==> src/design/mbps_pkg.sv <==
//==============================================================================
// mbps_pkg
// Types and constants of the masked byte pattern search.
//==============================================================================
package mbps_pkg;

    localparam int WINDOW_DEPTH = 16;
    localparam int CFG_IDX_W    = 3;
    localparam int ADDR_W       = 64;

    typedef enum logic [CFG_IDX_W-1:0] {
        CFG_PAT_LOW  = 3'd0,
        CFG_PAT_HIGH = 3'd1,
        CFG_CARE     = 3'd2,
        CFG_LENGTH   = 3'd3,
        CFG_BASE     = 3'd4,
        CFG_OFFSET   = 3'd5
    } t_cfg_idx;

    // Per-cell compare setup, derived from the pattern registers.
    typedef struct packed {
        logic       in_use;
        logic       care;
        logic [7:0] pat;
    } t_cell_cfg;

endpackage

==> src/design/mbps_cell.sv <==
//==============================================================================
// mbps_cell
// One window cell: holds a byte, passes it on, compares it to its pattern byte.
//==============================================================================
module mbps_cell
    import mbps_pkg::*;
(
    input  logic       i_clk,
    input  logic       i_shift,
    input  logic       i_clear,
    input  logic [7:0] i_byte_in,
    input  t_cell_cfg  i_cfg,
    output logic [7:0] o_byte,
    output logic       o_hit
);

    logic [7:0] r_byte;
    logic [7:0] n_byte;

    always_comb begin
        n_byte = r_byte;
        if (i_shift) begin
            n_byte = i_clear ? 8'd0 : i_byte_in;
        end
    end

    always_ff @(posedge i_clk) begin
        r_byte <= n_byte;
    end

    assign o_byte = r_byte;
    // don't-care or unused positions always hit
    assign o_hit  = !i_cfg.in_use || !i_cfg.care || (r_byte == i_cfg.pat);

endmodule

==> src/design/masked_byte_pattern_search_core.sv <==
//==============================================================================
// masked_byte_pattern_search_core
// Streams bytes through a row of window cells and reports the first place
// where a masked pattern of up to 16 bytes matches, or not found at range end.
//==============================================================================
//  channel  | handshake                 | payload
//  ---------+---------------------------+-------------------------------------
//  in       | i_in_valid / o_in_ready   | i_data_byte, i_last_byte
//  out      | o_out_valid / i_out_ready | o_found, o_match_address
//  cfg      | i_cfg_valid / o_cfg_ready | i_cfg_index, i_cfg_data
//
//  One word per cycle sustained while results drain. A word shifts into the
//  cell row at accept; in the compare stage the cell compares are ANDed and
//  the address add is done, landing in the output register.
//  Reset (i_rst_n low, synchronous) clears the control and config registers.
//  A waiting result stalls the compare stage only; one more word is taken
//  while the result register is full, then o_in_ready drops.
//==============================================================================
module masked_byte_pattern_search_core
    import mbps_pkg::*;
#(
    parameter int MAX_PATTERN = 16
)(
    input  logic                 i_clk,
    input  logic                 i_rst_n,
    // byte stream
    input  logic                 i_in_valid,
    output logic                 o_in_ready,
    input  logic [7:0]           i_data_byte,
    input  logic                 i_last_byte,
    // result
    output logic                 o_out_valid,
    input  logic                 i_out_ready,
    output logic                 o_found,
    output logic [ADDR_W-1:0]    o_match_address,
    // register writes
    input  logic                 i_cfg_valid,
    output logic                 o_cfg_ready,
    input  logic [CFG_IDX_W-1:0] i_cfg_index,
    input  logic [63:0]          i_cfg_data
);

    // Cells actually needed: window positions past the usable length are
    // never compared.
    localparam int NCELL = (MAX_PATTERN < WINDOW_DEPTH) ? MAX_PATTERN : WINDOW_DEPTH;
    localparam logic [4:0] CAP = 5'(NCELL);

    // Configuration registers
    logic [63:0]       r_pat_lo, r_pat_hi;
    logic [15:0]       r_care;
    logic [4:0]        r_len;
    logic [ADDR_W-1:0] r_base;
    logic [31:0]       r_off;

    // Search state
    logic              r_restart;  // next word starts a fresh range
    logic [ADDR_W-1:0] r_seen, n_seen;
    logic              r_done, n_done;
    logic              r_s1_valid, n_s1_valid;
    logic              r_s1_last;
    logic              r_out_valid, n_out_valid;
    logic              r_found;
    logic [ADDR_W-1:0] r_addr;

    logic              w_accept;
    logic              w_adv;
    logic              w_eval;
    logic              w_match;
    logic              w_emit;
    logic [4:0]        w_ulen;
    logic              w_enough;
    logic [ADDR_W-1:0] w_bias;
    logic [ADDR_W-1:0] w_addr;
    logic [127:0]      w_pat;
    t_cell_cfg         w_cell_cfg [NCELL];
    logic [7:0]        w_byte     [NCELL];
    logic [NCELL-1:0]  w_hit;

    //--------------------------------------------------------------------------
    // Configuration port, always ready; unknown indexes are dropped.
    //--------------------------------------------------------------------------
    assign o_cfg_ready = 1'b1;

    always_ff @(posedge i_clk) begin
        if (!i_rst_n) begin
            r_pat_lo <= '0;
            r_pat_hi <= '0;
            r_care   <= '0;
            r_len    <= '0;
            r_base   <= '0;
            r_off    <= '0;
        end else if (i_cfg_valid) begin
            case (t_cfg_idx'(i_cfg_index))
                CFG_PAT_LOW:  r_pat_lo <= i_cfg_data;
                CFG_PAT_HIGH: r_pat_hi <= i_cfg_data;
                CFG_CARE:     r_care   <= i_cfg_data[15:0];
                CFG_LENGTH:   r_len    <= i_cfg_data[4:0];
                CFG_BASE:     r_base   <= i_cfg_data;
                CFG_OFFSET:   r_off    <= i_cfg_data[31:0];
                default: ;
            endcase
        end
    end

    //--------------------------------------------------------------------------
    // Static setup from configuration: usable length, per-cell pattern byte
    // and the address bias base + offset - length.
    // Cell k holds the k-th newest byte; it pairs with pattern byte len-1-k.
    //--------------------------------------------------------------------------
    assign w_ulen = (r_len > CAP) ? 5'd0 : r_len;
    assign w_pat  = {r_pat_hi, r_pat_lo};
    assign w_bias = r_base + {{32{r_off[31]}}, r_off} - {59'd0, w_ulen};

    always_comb begin
        logic [4:0] pidx;
        for (int k = 0; k < NCELL; k++) begin
            pidx = w_ulen - 5'(k) - 5'd1;
            w_cell_cfg[k].in_use = (5'(k) < w_ulen);
            w_cell_cfg[k].care   = r_care[pidx[3:0]];
            w_cell_cfg[k].pat    = w_pat[{pidx[3:0], 3'b000} +: 8];
        end
    end

    //--------------------------------------------------------------------------
    // Handshakes. The compare stage moves when the result register is free
    // or being drained; a new word enters when the compare stage is empty or moves.
    //--------------------------------------------------------------------------
    assign w_adv      = !r_out_valid || i_out_ready;
    assign o_in_ready = !r_s1_valid || w_adv;
    assign w_accept   = i_in_valid && o_in_ready;
    assign w_eval     = r_s1_valid && w_adv;

    //--------------------------------------------------------------------------
    // Cell row: cell 0 takes the new word, the rest shift; on a fresh range
    // the older positions load zero.
    //--------------------------------------------------------------------------
    for (genvar k = 0; k < NCELL; k++) begin : g_cell
        if (k == 0) begin : g_head
            mbps_cell u_cell (
                .i_clk     (i_clk),
                .i_shift   (w_accept),
                .i_clear   (1'b0),
                .i_byte_in (i_data_byte),
                .i_cfg     (w_cell_cfg[k]),
                .o_byte    (w_byte[k]),
                .o_hit     (w_hit[k])
            );
        end else begin : g_body
            mbps_cell u_cell (
                .i_clk     (i_clk),
                .i_shift   (w_accept),
                .i_clear   (r_restart),
                .i_byte_in (w_byte[k-1]),
                .i_cfg     (w_cell_cfg[k]),
                .o_byte    (w_byte[k]),
                .o_hit     (w_hit[k])
            );
        end
    end

    //--------------------------------------------------------------------------
    // Compare stage
    //--------------------------------------------------------------------------
    assign w_enough = (|r_seen[ADDR_W-1:5]) || (r_seen[4:0] >= w_ulen);
    assign w_match  = !r_done && (w_ulen != 5'd0) && (r_base != '0) && w_enough && (&w_hit);
    assign w_emit   = w_eval && !r_done && (w_match || r_s1_last);
    assign w_addr   = r_seen + w_bias;

    always_comb begin
        n_seen = r_seen;
        if (w_accept) begin
            n_seen = r_restart ? ADDR_W'(1) : r_seen + ADDR_W'(1);
        end

        n_s1_valid = w_accept ? 1'b1 : (w_eval ? 1'b0 : r_s1_valid);

        n_done = r_done;
        if (w_eval) begin
            n_done = r_s1_last ? 1'b0 : (r_done || w_match);
        end

        n_out_valid = r_out_valid;
        if (w_emit) begin
            n_out_valid = 1'b1;
        end else if (i_out_ready) begin
            n_out_valid = 1'b0;
        end
    end

    always_ff @(posedge i_clk) begin
        if (!i_rst_n) begin
            r_restart   <= 1'b1;
            r_done      <= 1'b0;
            r_s1_valid  <= 1'b0;
            r_out_valid <= 1'b0;
        end else begin
            if (w_accept) begin
                r_restart <= i_last_byte;
            end
            r_done      <= n_done;
            r_s1_valid  <= n_s1_valid;
            r_out_valid <= n_out_valid;
        end
    end

    // payload registers
    always_ff @(posedge i_clk) begin
        r_seen <= n_seen;
        if (w_accept) begin
            r_s1_last <= i_last_byte;
        end
        if (w_emit) begin
            r_found <= w_match;
            r_addr  <= w_match ? w_addr : '0;
        end
    end

    assign o_out_valid     = r_out_valid;
    assign o_found         = r_found;
    assign o_match_address = r_addr;

endmodule

==> config.mk <==
export PLATFORM = sky130hd
export DESIGN_NAME = masked_byte_pattern_search_core
export DESIGN_NICKNAME = d
export VERILOG_FILES = /design/src/design/mbps_pkg.sv /design/src/design/mbps_cell.sv /design/src/design/masked_byte_pattern_search_core.sv
export SDC_FILE = /design/constraint.sdc
export NUM_CORES = 2
export LEC_CHECK = 0
export BUFFER_PORTS_ARGS = -buffer_cell sky130_fd_sc_hd__buf_2
export CORE_MARGIN = 2
export CORE_UTILIZATION = 60
export DETAILED_ROUTE_END_ITERATION = 7
export PLACE_DENSITY = 0.78
export RECOVER_POWER = 50
export SLEW_MARGIN = 10
export SYNTH_ARGS = -nofsm -noshare
export SYNTH_HDL_FRONTEND = slang
export SYNTH_SLANG_ARGS = --single-unit
==> constraint.sdc <==
create_clock -name i_clk -period 34.3 [get_ports i_clk]
set_input_delay 0 -clock i_clk [delete_from_list [all_inputs] [get_ports i_clk]]
set_output_delay 0 -clock i_clk [all_outputs]
set_load 0.005 [all_outputs]
# Word-level counts from Yosys, hierarchy flattened
# Cells that the tools add are included.
dict set report totals {
  wordCells 266
  out_inout_bits 68
  inputBits 81
  regBits 507
}
dict set report op_classes {
  n_lt_le_gt_ge 34
  reduce_logical 93
  addsub 34
  eq_ne 21
  muxes 38
  n_shift 16
}
# op count
set ops {}
lappend ops {{$shiftx A128 B8 Y8} 16}
lappend ops {{$add A64 B64 Y64} 2}
lappend ops {{$eq A8 B8 Y1} 16}
lappend ops {{$lt A4 B5 Y1 const B} 16}
lappend ops {{$add A64 B1 Y64 const B} 1}
lappend ops {{$bmux W1 S4} 16}
lappend ops {{$reduce_bool A64 Y1} 1}
lappend ops {{$sub A4 B1 Y4 const B} 16}
lappend ops {{$sub A64 B5 Y64} 1}
lappend ops {{$reduce_or A59 Y1} 1}
lappend ops {{$lt A4 B5 Y1 const A} 8}
lappend ops {{$logic_or A1 B1 Y1} 37}
lappend ops {{$logic_not A1 Y1} 35}
lappend ops {{$sub A4 B4 Y4 const B} 8}
lappend ops {{$mux W1} 21}
lappend ops {{$lt A3 B5 Y1 const A} 4}
lappend ops {{$reduce_and A16 Y1} 1}
lappend ops {{$sub A4 B3 Y4 const B} 4}
lappend ops {{$reduce_and A2 Y1} 6}
lappend ops {{$lt A1 B5 Y1 const A} 2}
lappend ops {{$lt A2 B5 Y1 const A} 2}
lappend ops {{$logic_and A1 B1 Y1} 8}
lappend ops {{$sub A4 B2 Y4 const B} 2}
lappend ops {{$eq A3 B2 Y1 const B} 2}
lappend ops {{8 further kinds} 10}

# Longest topological paths before layout
dict set report depth {
  depth_word 14
  ltp_mapped 25
  mapped_depth_nobuf 20
}

# Cells and area by module
# Synthesis repeated with hierarchy kept, for this count alone.
dict set report unflattened {
  hier_cells 3498
  hier_area_um2 34589.4
}
# module seq_area_each_um2 cells_per_inst instances area_per_inst_um2
set by_module_without_submodules {}
lappend by_module_without_submodules {masked_byte_pattern_search_core 8888.5 3066 1 28423.5}
lappend by_module_without_submodules {mbps_cell 240.2 27 16 385.4}

# Worst setup path after synthesis
# OpenSTA, ideal clock, no wires.
dict set report synth_path {
  kind {register to register}
  start {register r_len[4]}
  end {register r_found (netlist: o_found), enable pin}
  required_time_ns 33.612
  path_stages_with_launch 23
  path_buffers 11
  synth_period_minus_slack_ns 12.358
  arrival_time_ns 11.670
  setup_slack_ns 21.942
  setup_time_ns 0.688
  cell_sequence {dfxtp_1 -> buf_2 -> nand2b_1 -> buf_2 -> buf_4 -> buf_4 -> buf_4 -> buf_2 -> clkbuf_1 -> ha_1 -> buf_2 -> buf_1 -> buf_2 -> clkbuf_1 -> nor2_1 -> a21boi_0 -> a211oi_1 -> nand4b_1 -> o41ai_1 -> nand2_1 -> nor4_1 -> nand4b_1 -> a2111oi_1}
}
dict set report synth_between {
  elab_chain_cells 13
  word_cells_on_any_way 186
  cone_classes {add/sub (30); order compare (18); eq/ne (16); shift (16); mux (33); reduce/logical (73)}
}
# element line
set synth_lines {}
lappend synth_lines {{start: declaration} masked_byte_pattern_search_core.sv:51} ;# logic [4:0] r_len;
lappend synth_lines {{start signal: assignment} masked_byte_pattern_search_core.sv:97} ;# CFG_LENGTH: r_len <= i_cfg_data[4:0];
lappend synth_lines {{$gt A5 B5 Y1} masked_byte_pattern_search_core.sv:110} ;# assign w_ulen = (r_len > CAP) ? 5'd0 : r_len;
lappend synth_lines {{$mux W5 *} masked_byte_pattern_search_core.sv:110}
lappend synth_lines {{parallel branches: the longest is 8 deep, another holds $sub A4 B1 Y4} --}
lappend synth_lines {{$logic_and A1 B1 Y1 *} masked_byte_pattern_search_core.sv:165} ;# assign w_match = !r_done && (w_ulen != 5'd0) && (r_base != '0) && w_enough && (&w_hit);
lappend synth_lines {{$logic_or A1 B1 Y1 *} masked_byte_pattern_search_core.sv:166} ;# assign w_emit = w_eval && !r_done && (w_match || r_s1_last);
lappend synth_lines {{$logic_and A1 B1 Y1 *} masked_byte_pattern_search_core.sv:166}
lappend synth_lines {{end signal: assignment} masked_byte_pattern_search_core.sv:213} ;# r_found <= w_match;
lappend synth_lines {{end: declaration} masked_byte_pattern_search_core.sv:62} ;# logic r_found;
# Mark *: on every way between the ends. The select of a mux whose other input is x is not followed.
# A chain may end at the register's enable or synchronous reset.

# Final worst setup path
dict set report layout_path {
  start {register r_len[0]}
  end {register r_addr[63] (netlist: o_match_address[63]), data pin}
}
dict set report layout_between {
  elab_chain_cells 11
  word_cells_on_any_way 186
  cone_classes {add/sub (32); order compare (18); eq/ne (16); shift (16); mux (33); reduce/logical (71)}
}
# element line
set layout_lines {}
lappend layout_lines {{$gt A5 B5 Y1} masked_byte_pattern_search_core.sv:110}
lappend layout_lines {{$mux W5 *} masked_byte_pattern_search_core.sv:110}
lappend layout_lines {{parallel branches: the longest is 9 deep, another holds $sub A4 B1 Y4} --}
lappend layout_lines {{end signal: assignment} masked_byte_pattern_search_core.sv:214} ;# r_addr <= w_match ? w_addr : '0;
lappend layout_lines {{end: declaration} masked_byte_pattern_search_core.sv:63} ;# logic [ADDR_W-1:0] r_addr;
# Marked as above.

==> metrics.sh <==
POST_DRT_WL_PER_CELL_MICRONS=25.6
VDD.IR_DROP.WORST_uV=45.2
PLACEMENT_ROWS=92
NUMCLOCKSINKS=507
SLEW_HEADROOM_PCT=-218
GRT-OVFL-TOTAL=0
CLOCK_INSERTION_DELAY_WORST_SKEW_PS=650
FINALWORSTPATHREQUIREDPERIOD_PS=8160
SYNTH_TOP_CELLS_BY_AREA='sky130_fd_sc_hd__edfxtp_1 (20%), sky130_fd_sc_hd__dfxtp_1 (13%), sky130_fd_sc_hd__mux2i_1 (8.4%)'
FIRST_GLOBAL_VIAS=30500
TRITONCTS='done'
GRT_SETUP_UNREPAIRED='false'
STARTPOINT_TYPE='flip-flop'
SYNTH_TOP_FLOP_CELL='sky130_fd_sc_hd__edfxtp_1'
FINALNETCOUNT=4403
LAYOUT_SETUP_WS_PS=26140
STATUS='complete, but fails checks'
P_PER_AREA_nW_PER_UM2=39.9
TIMING.CRITICAL_PATH.REQUIRED_PS=34670
PIN_COUNT_OF_THE_BIGGEST_NET_ENTERING_GLOBAL_ROUTING=136
CLOCK_TREE.ROOT_CELL='sky130_fd_sc_hd__clkbuf_16'
RESIDUAL_ANTENNA_VIOLATING_NET_COUNT_AFTER_DETAILED_ROUTING=0
SYNTH.CELL_AREA_SQ_UM=37900
FINAL-MAX-SLEW-VIOLATION-COUNT=624
H_TREE_LEVELS=2
SYN-INSTANCE-COUNT=4043
CRITICAL_PATH_DATA_ARRIVAL_TIME_PS=8520
CTS-BUFFERS-INSERTED=57
PLACE.PORT_BUFFERS=147
SYN-MEAN-INSTANCE-AREA_SQ_UM=9.36
SYNTHTOLAYOUTAREAGROWTH_PCT=9.96
DETAIL_ROUTE.VIAS_PER_CELL=6.48
YOSYS.CELL_TYPES.COUNT=84
CRITPATHMAXFANOUT=27
DRT-TOTAL-WL_MICRONS=128000
LEAKAGE_nW=15.7
TIMING.FINAL.CRIT_SHARE_PCT=23.8
POSTCTSSETUPREPAIRBUFS=0
POST_CTS_RESIZE_COUNT=0
SYNTH_TOP_CELL_AREA_SHARE_PCT=20.5
COUNT_OF_YOSYS_WARNINGS_DURING_SYNTHESIS=0
DIE_W_MICRONS=255
SYNTH_NETS=4321
CAP_VIOLATIONS=8
SETUP_VIOL=0
DRCVIOLATIONCOUNT=0
FAILING_CHECKS='max-capacitance violations, max-slew violations'
END_KIND='flip-flop'
POST-DP-HPWL_MICRONS=95600
IO_PINS=149
TIGHTEST_SLEW_PS=4760
POST_ROUTE_SETUP_TNS_PS=0
ROUTE.VIAS.TOTAL=32500
ANTENNA_FOUND_INITIAL=6
FLOORPLAN.CORE_AREA_SQ_UM=62700
POWER_W=0.00166
DRIVE_GT1_SHARE_PCT=10.8
NUMBER_OF_SYNTHESIZED_FLOPS_WITH_AN_ENABLE_PIN=258
HOLD_PATH.CLASS='input port to flip-flop'
DIE_AREA_SQ_UM=65100
TIMING_HOLD_VIOLATIONS_FINAL=0
CTS_BUFFER_DEPTH=3
CLOCK_SKEW_PS=49.8
DIE_HEIGHT_MICRONS=255
NETLIST.TOP_CELL.BY_AREA='sky130_fd_sc_hd__edfxtp_1'
GP_CONGESTION=1.07
CLOCK_TRANSITION_AT_PATH_REGS_PS=60
DP_SLACK_PS=26420
GRT_PASS1_WL_MICRONS=190000
YS_SEQ_ELEMENTS=507
DRTITER0DRC=4185
PATH_CLASS='flip-flop to flip-flop'
SEQ_AREA_FRAC_SYNTH_PCT=33.6
FIN_UTIL_PCT=66.3
MAX_FREQ_MHz=123
START_UTIL_PCT=60.3
DRTPASS1ITERATIONS=5
ASYNC_FLOP_SHARE_PCT=0
GROUTE.USAGE.OVERALL_PCT=39.0
FF2FF_SETUP_SLACK_PS=26140
## final cells by class
| class | count | area (sq um) |
|---|---|---|
| clock inverters | 34 | 309 |
| repair buffers | 274 | 1830 |
| multi-input cells | 3031 | 23100 |
| fillers | 5037 | 21100 |
| clock buffers | 73 | 1580 |
| inverters | 254 | 958 |
| well taps | 846 | 1060 |
| diodes | 2 | 5.00 |
| flip-flops and latches | 507 | 12700 |
## per-stage QoR
stage          cell area [sq um]  hold WS [ps]  cells
2_1_floorplan              37900          98.9   4043
5_1_grt                    41600          78.2   5019
6_report                   41600          36.6   5021
3_3_place_gp               39000           178   4832
4_1_cts                    41700          2.21   5019
3_5_place_dp               39000           178   4832
## critical path: stages, from the launching register on
cell,delay (ps)
sky130_fd_sc_hd__dfxtp_1,290
sky130_fd_sc_hd__buf_4,250
sky130_fd_sc_hd__or3_1,560
sky130_fd_sc_hd__nor3_1,730
sky130_fd_sc_hd__clkinv_1,770
sky130_fd_sc_hd__fa_1,710
sky130_fd_sc_hd__inv_1,50
sky130_fd_sc_hd__fa_1,490
sky130_fd_sc_hd__inv_1,40
sky130_fd_sc_hd__ha_1,320
sky130_fd_sc_hd__o21ai_0,380
sky130_fd_sc_hd__o21ai_0,200
sky130_fd_sc_hd__o2bb2ai_1,230
sky130_fd_sc_hd__o211a_1,300
sky130_fd_sc_hd__nor3_1,450
sky130_fd_sc_hd__a31oi_1,250
sky130_fd_sc_hd__a41o_1,340
sky130_fd_sc_hd__a211oi_1,400
sky130_fd_sc_hd__o21ai_0,310
sky130_fd_sc_hd__a31oi_1,460
sky130_fd_sc_hd__and3_1,250
sky130_fd_sc_hd__nor4_2,50
## report_power, final
part / internal (W) / switching [W] / total [W]
registers: 0.000663 / 0.0000354 / 0.000698
clock network: 0.000346 / 0.000269 / 0.000615
logic: 0.000141 / 0.000209 / 0.000349
## final timing paths
path                          start                                 to  cells after the start
max reg2reg   r_len[0]$_SDFFE_PN0P_  o_match_address[63]$_SDFFCE_PN0P_                     21
min reg2reg  r_off[21]$_SDFFE_PN0P_             r_off[21]$_SDFFE_PN0P_                      2
min                     i_cfg_valid              r_off[8]$_SDFFE_PN0P_                      5
max           r_len[0]$_SDFFE_PN0P_  o_match_address[63]$_SDFFCE_PN0P_                     21
## cell families (layout without fill, tap and decap cells)
| kind of cell | Yosys count | after routing | share of synthesized area, % |
|---|---|---|---|
| xor gates and xnor gates | 281 | 281 | 6.64 |
| and+or+nand+nor | 1331 | 1331 | 16.2 |
| DFF | 507 | 507 | 33.6 |
| muxes | 468 | 468 | 16.7 |
| adders and majority gates | 198 | 198 | 7.87 |
| other | 1 | 3 | 0.00991 |
| buffers and inverters | 505 | 635 | 5.47 |
| AOI/OAI and AO/OA | 752 | 752 | 13.5 |
## registers in the layout (all words and copies together) (netlist names)
| name | cells |
|---|---|
| r_len | 5 |
| o_out_valid | 1 |
| r_off | 32 |
| r_base | 64 |
| r_seen | 64 |
| o_match_address | 64 |
| r_restart | 1 |
| r_pat_lo | 64 |
| g_cell.g_body.u_cell.o_byte | 120 |
| r_care | 16 |
| r_s1_valid | 1 |
| r_pat_hi | 64 |
| r_s1_last | 1 |
| r_done | 1 |
| g_cell.g_head.u_cell.o_byte | 8 |
| o_found | 1 |
## cells in the mapped netlist (36+ instances only)
master and number:
sky130_fd_sc_hd__clkbuf_1 160, sky130_fd_sc_hd__edfxtp_1 258, sky130_fd_sc_hd__o21ai_0 92, sky130_fd_sc_hd__a211oi_1 36
sky130_fd_sc_hd__ha_1 130, sky130_fd_sc_hd__dfxtp_1 249, sky130_fd_sc_hd__a21o_1 42, sky130_fd_sc_hd__nand3_1 50
sky130_fd_sc_hd__nor2_1 205, sky130_fd_sc_hd__nand4_1 42, sky130_fd_sc_hd__a21boi_0 243, sky130_fd_sc_hd__nor2b_1 145
sky130_fd_sc_hd__nor3_1 44, sky130_fd_sc_hd__xor2_1 141, sky130_fd_sc_hd__inv_1 248, sky130_fd_sc_hd__mux4_2 128
sky130_fd_sc_hd__mux2i_1 316, sky130_fd_sc_hd__nor4_1 51, sky130_fd_sc_hd__fa_1 67, sky130_fd_sc_hd__xnor2_1 136
sky130_fd_sc_hd__buf_2 52, sky130_fd_sc_hd__a21oi_1 149, sky130_fd_sc_hd__nand2_1 666
## per-layer routing
layer | GRT usage, % | wire [microns]
met2 | 58.3 | 55300
met1 | 53.5 | 51100
met5 | 0 | 13
met3 | 9.92 | 15200
met4 | 17.6 | 6800
## cells in the final DEF, fill, tap and decap left out, drive strengths merged, types with 45 or more instances in the layout
master,synthesis,routed
dlygate4sd3,0,80
fa,67,67
clkbuf,160,105
o21ai,93,93
edfxtp,258,258
nor4,54,54
xnor2,139,139
dfxtp,249,249
nor2b,145,145
nand2,666,666
buf,91,162
xor2,142,142
mux4,128,128
mux2i,316,316
inv,252,262
nand3,50,50
nor3,45,45
ha,130,130
a21oi,149,149
nor2,205,205
a21boi,243,243
## repair_timing
item,4_1_cts,5_1_grt
endpoints found under the setup margin,0,0
hold buffers,80,0
hold endpoints to repair,258,0
Power figures use the tool's default switching activity.
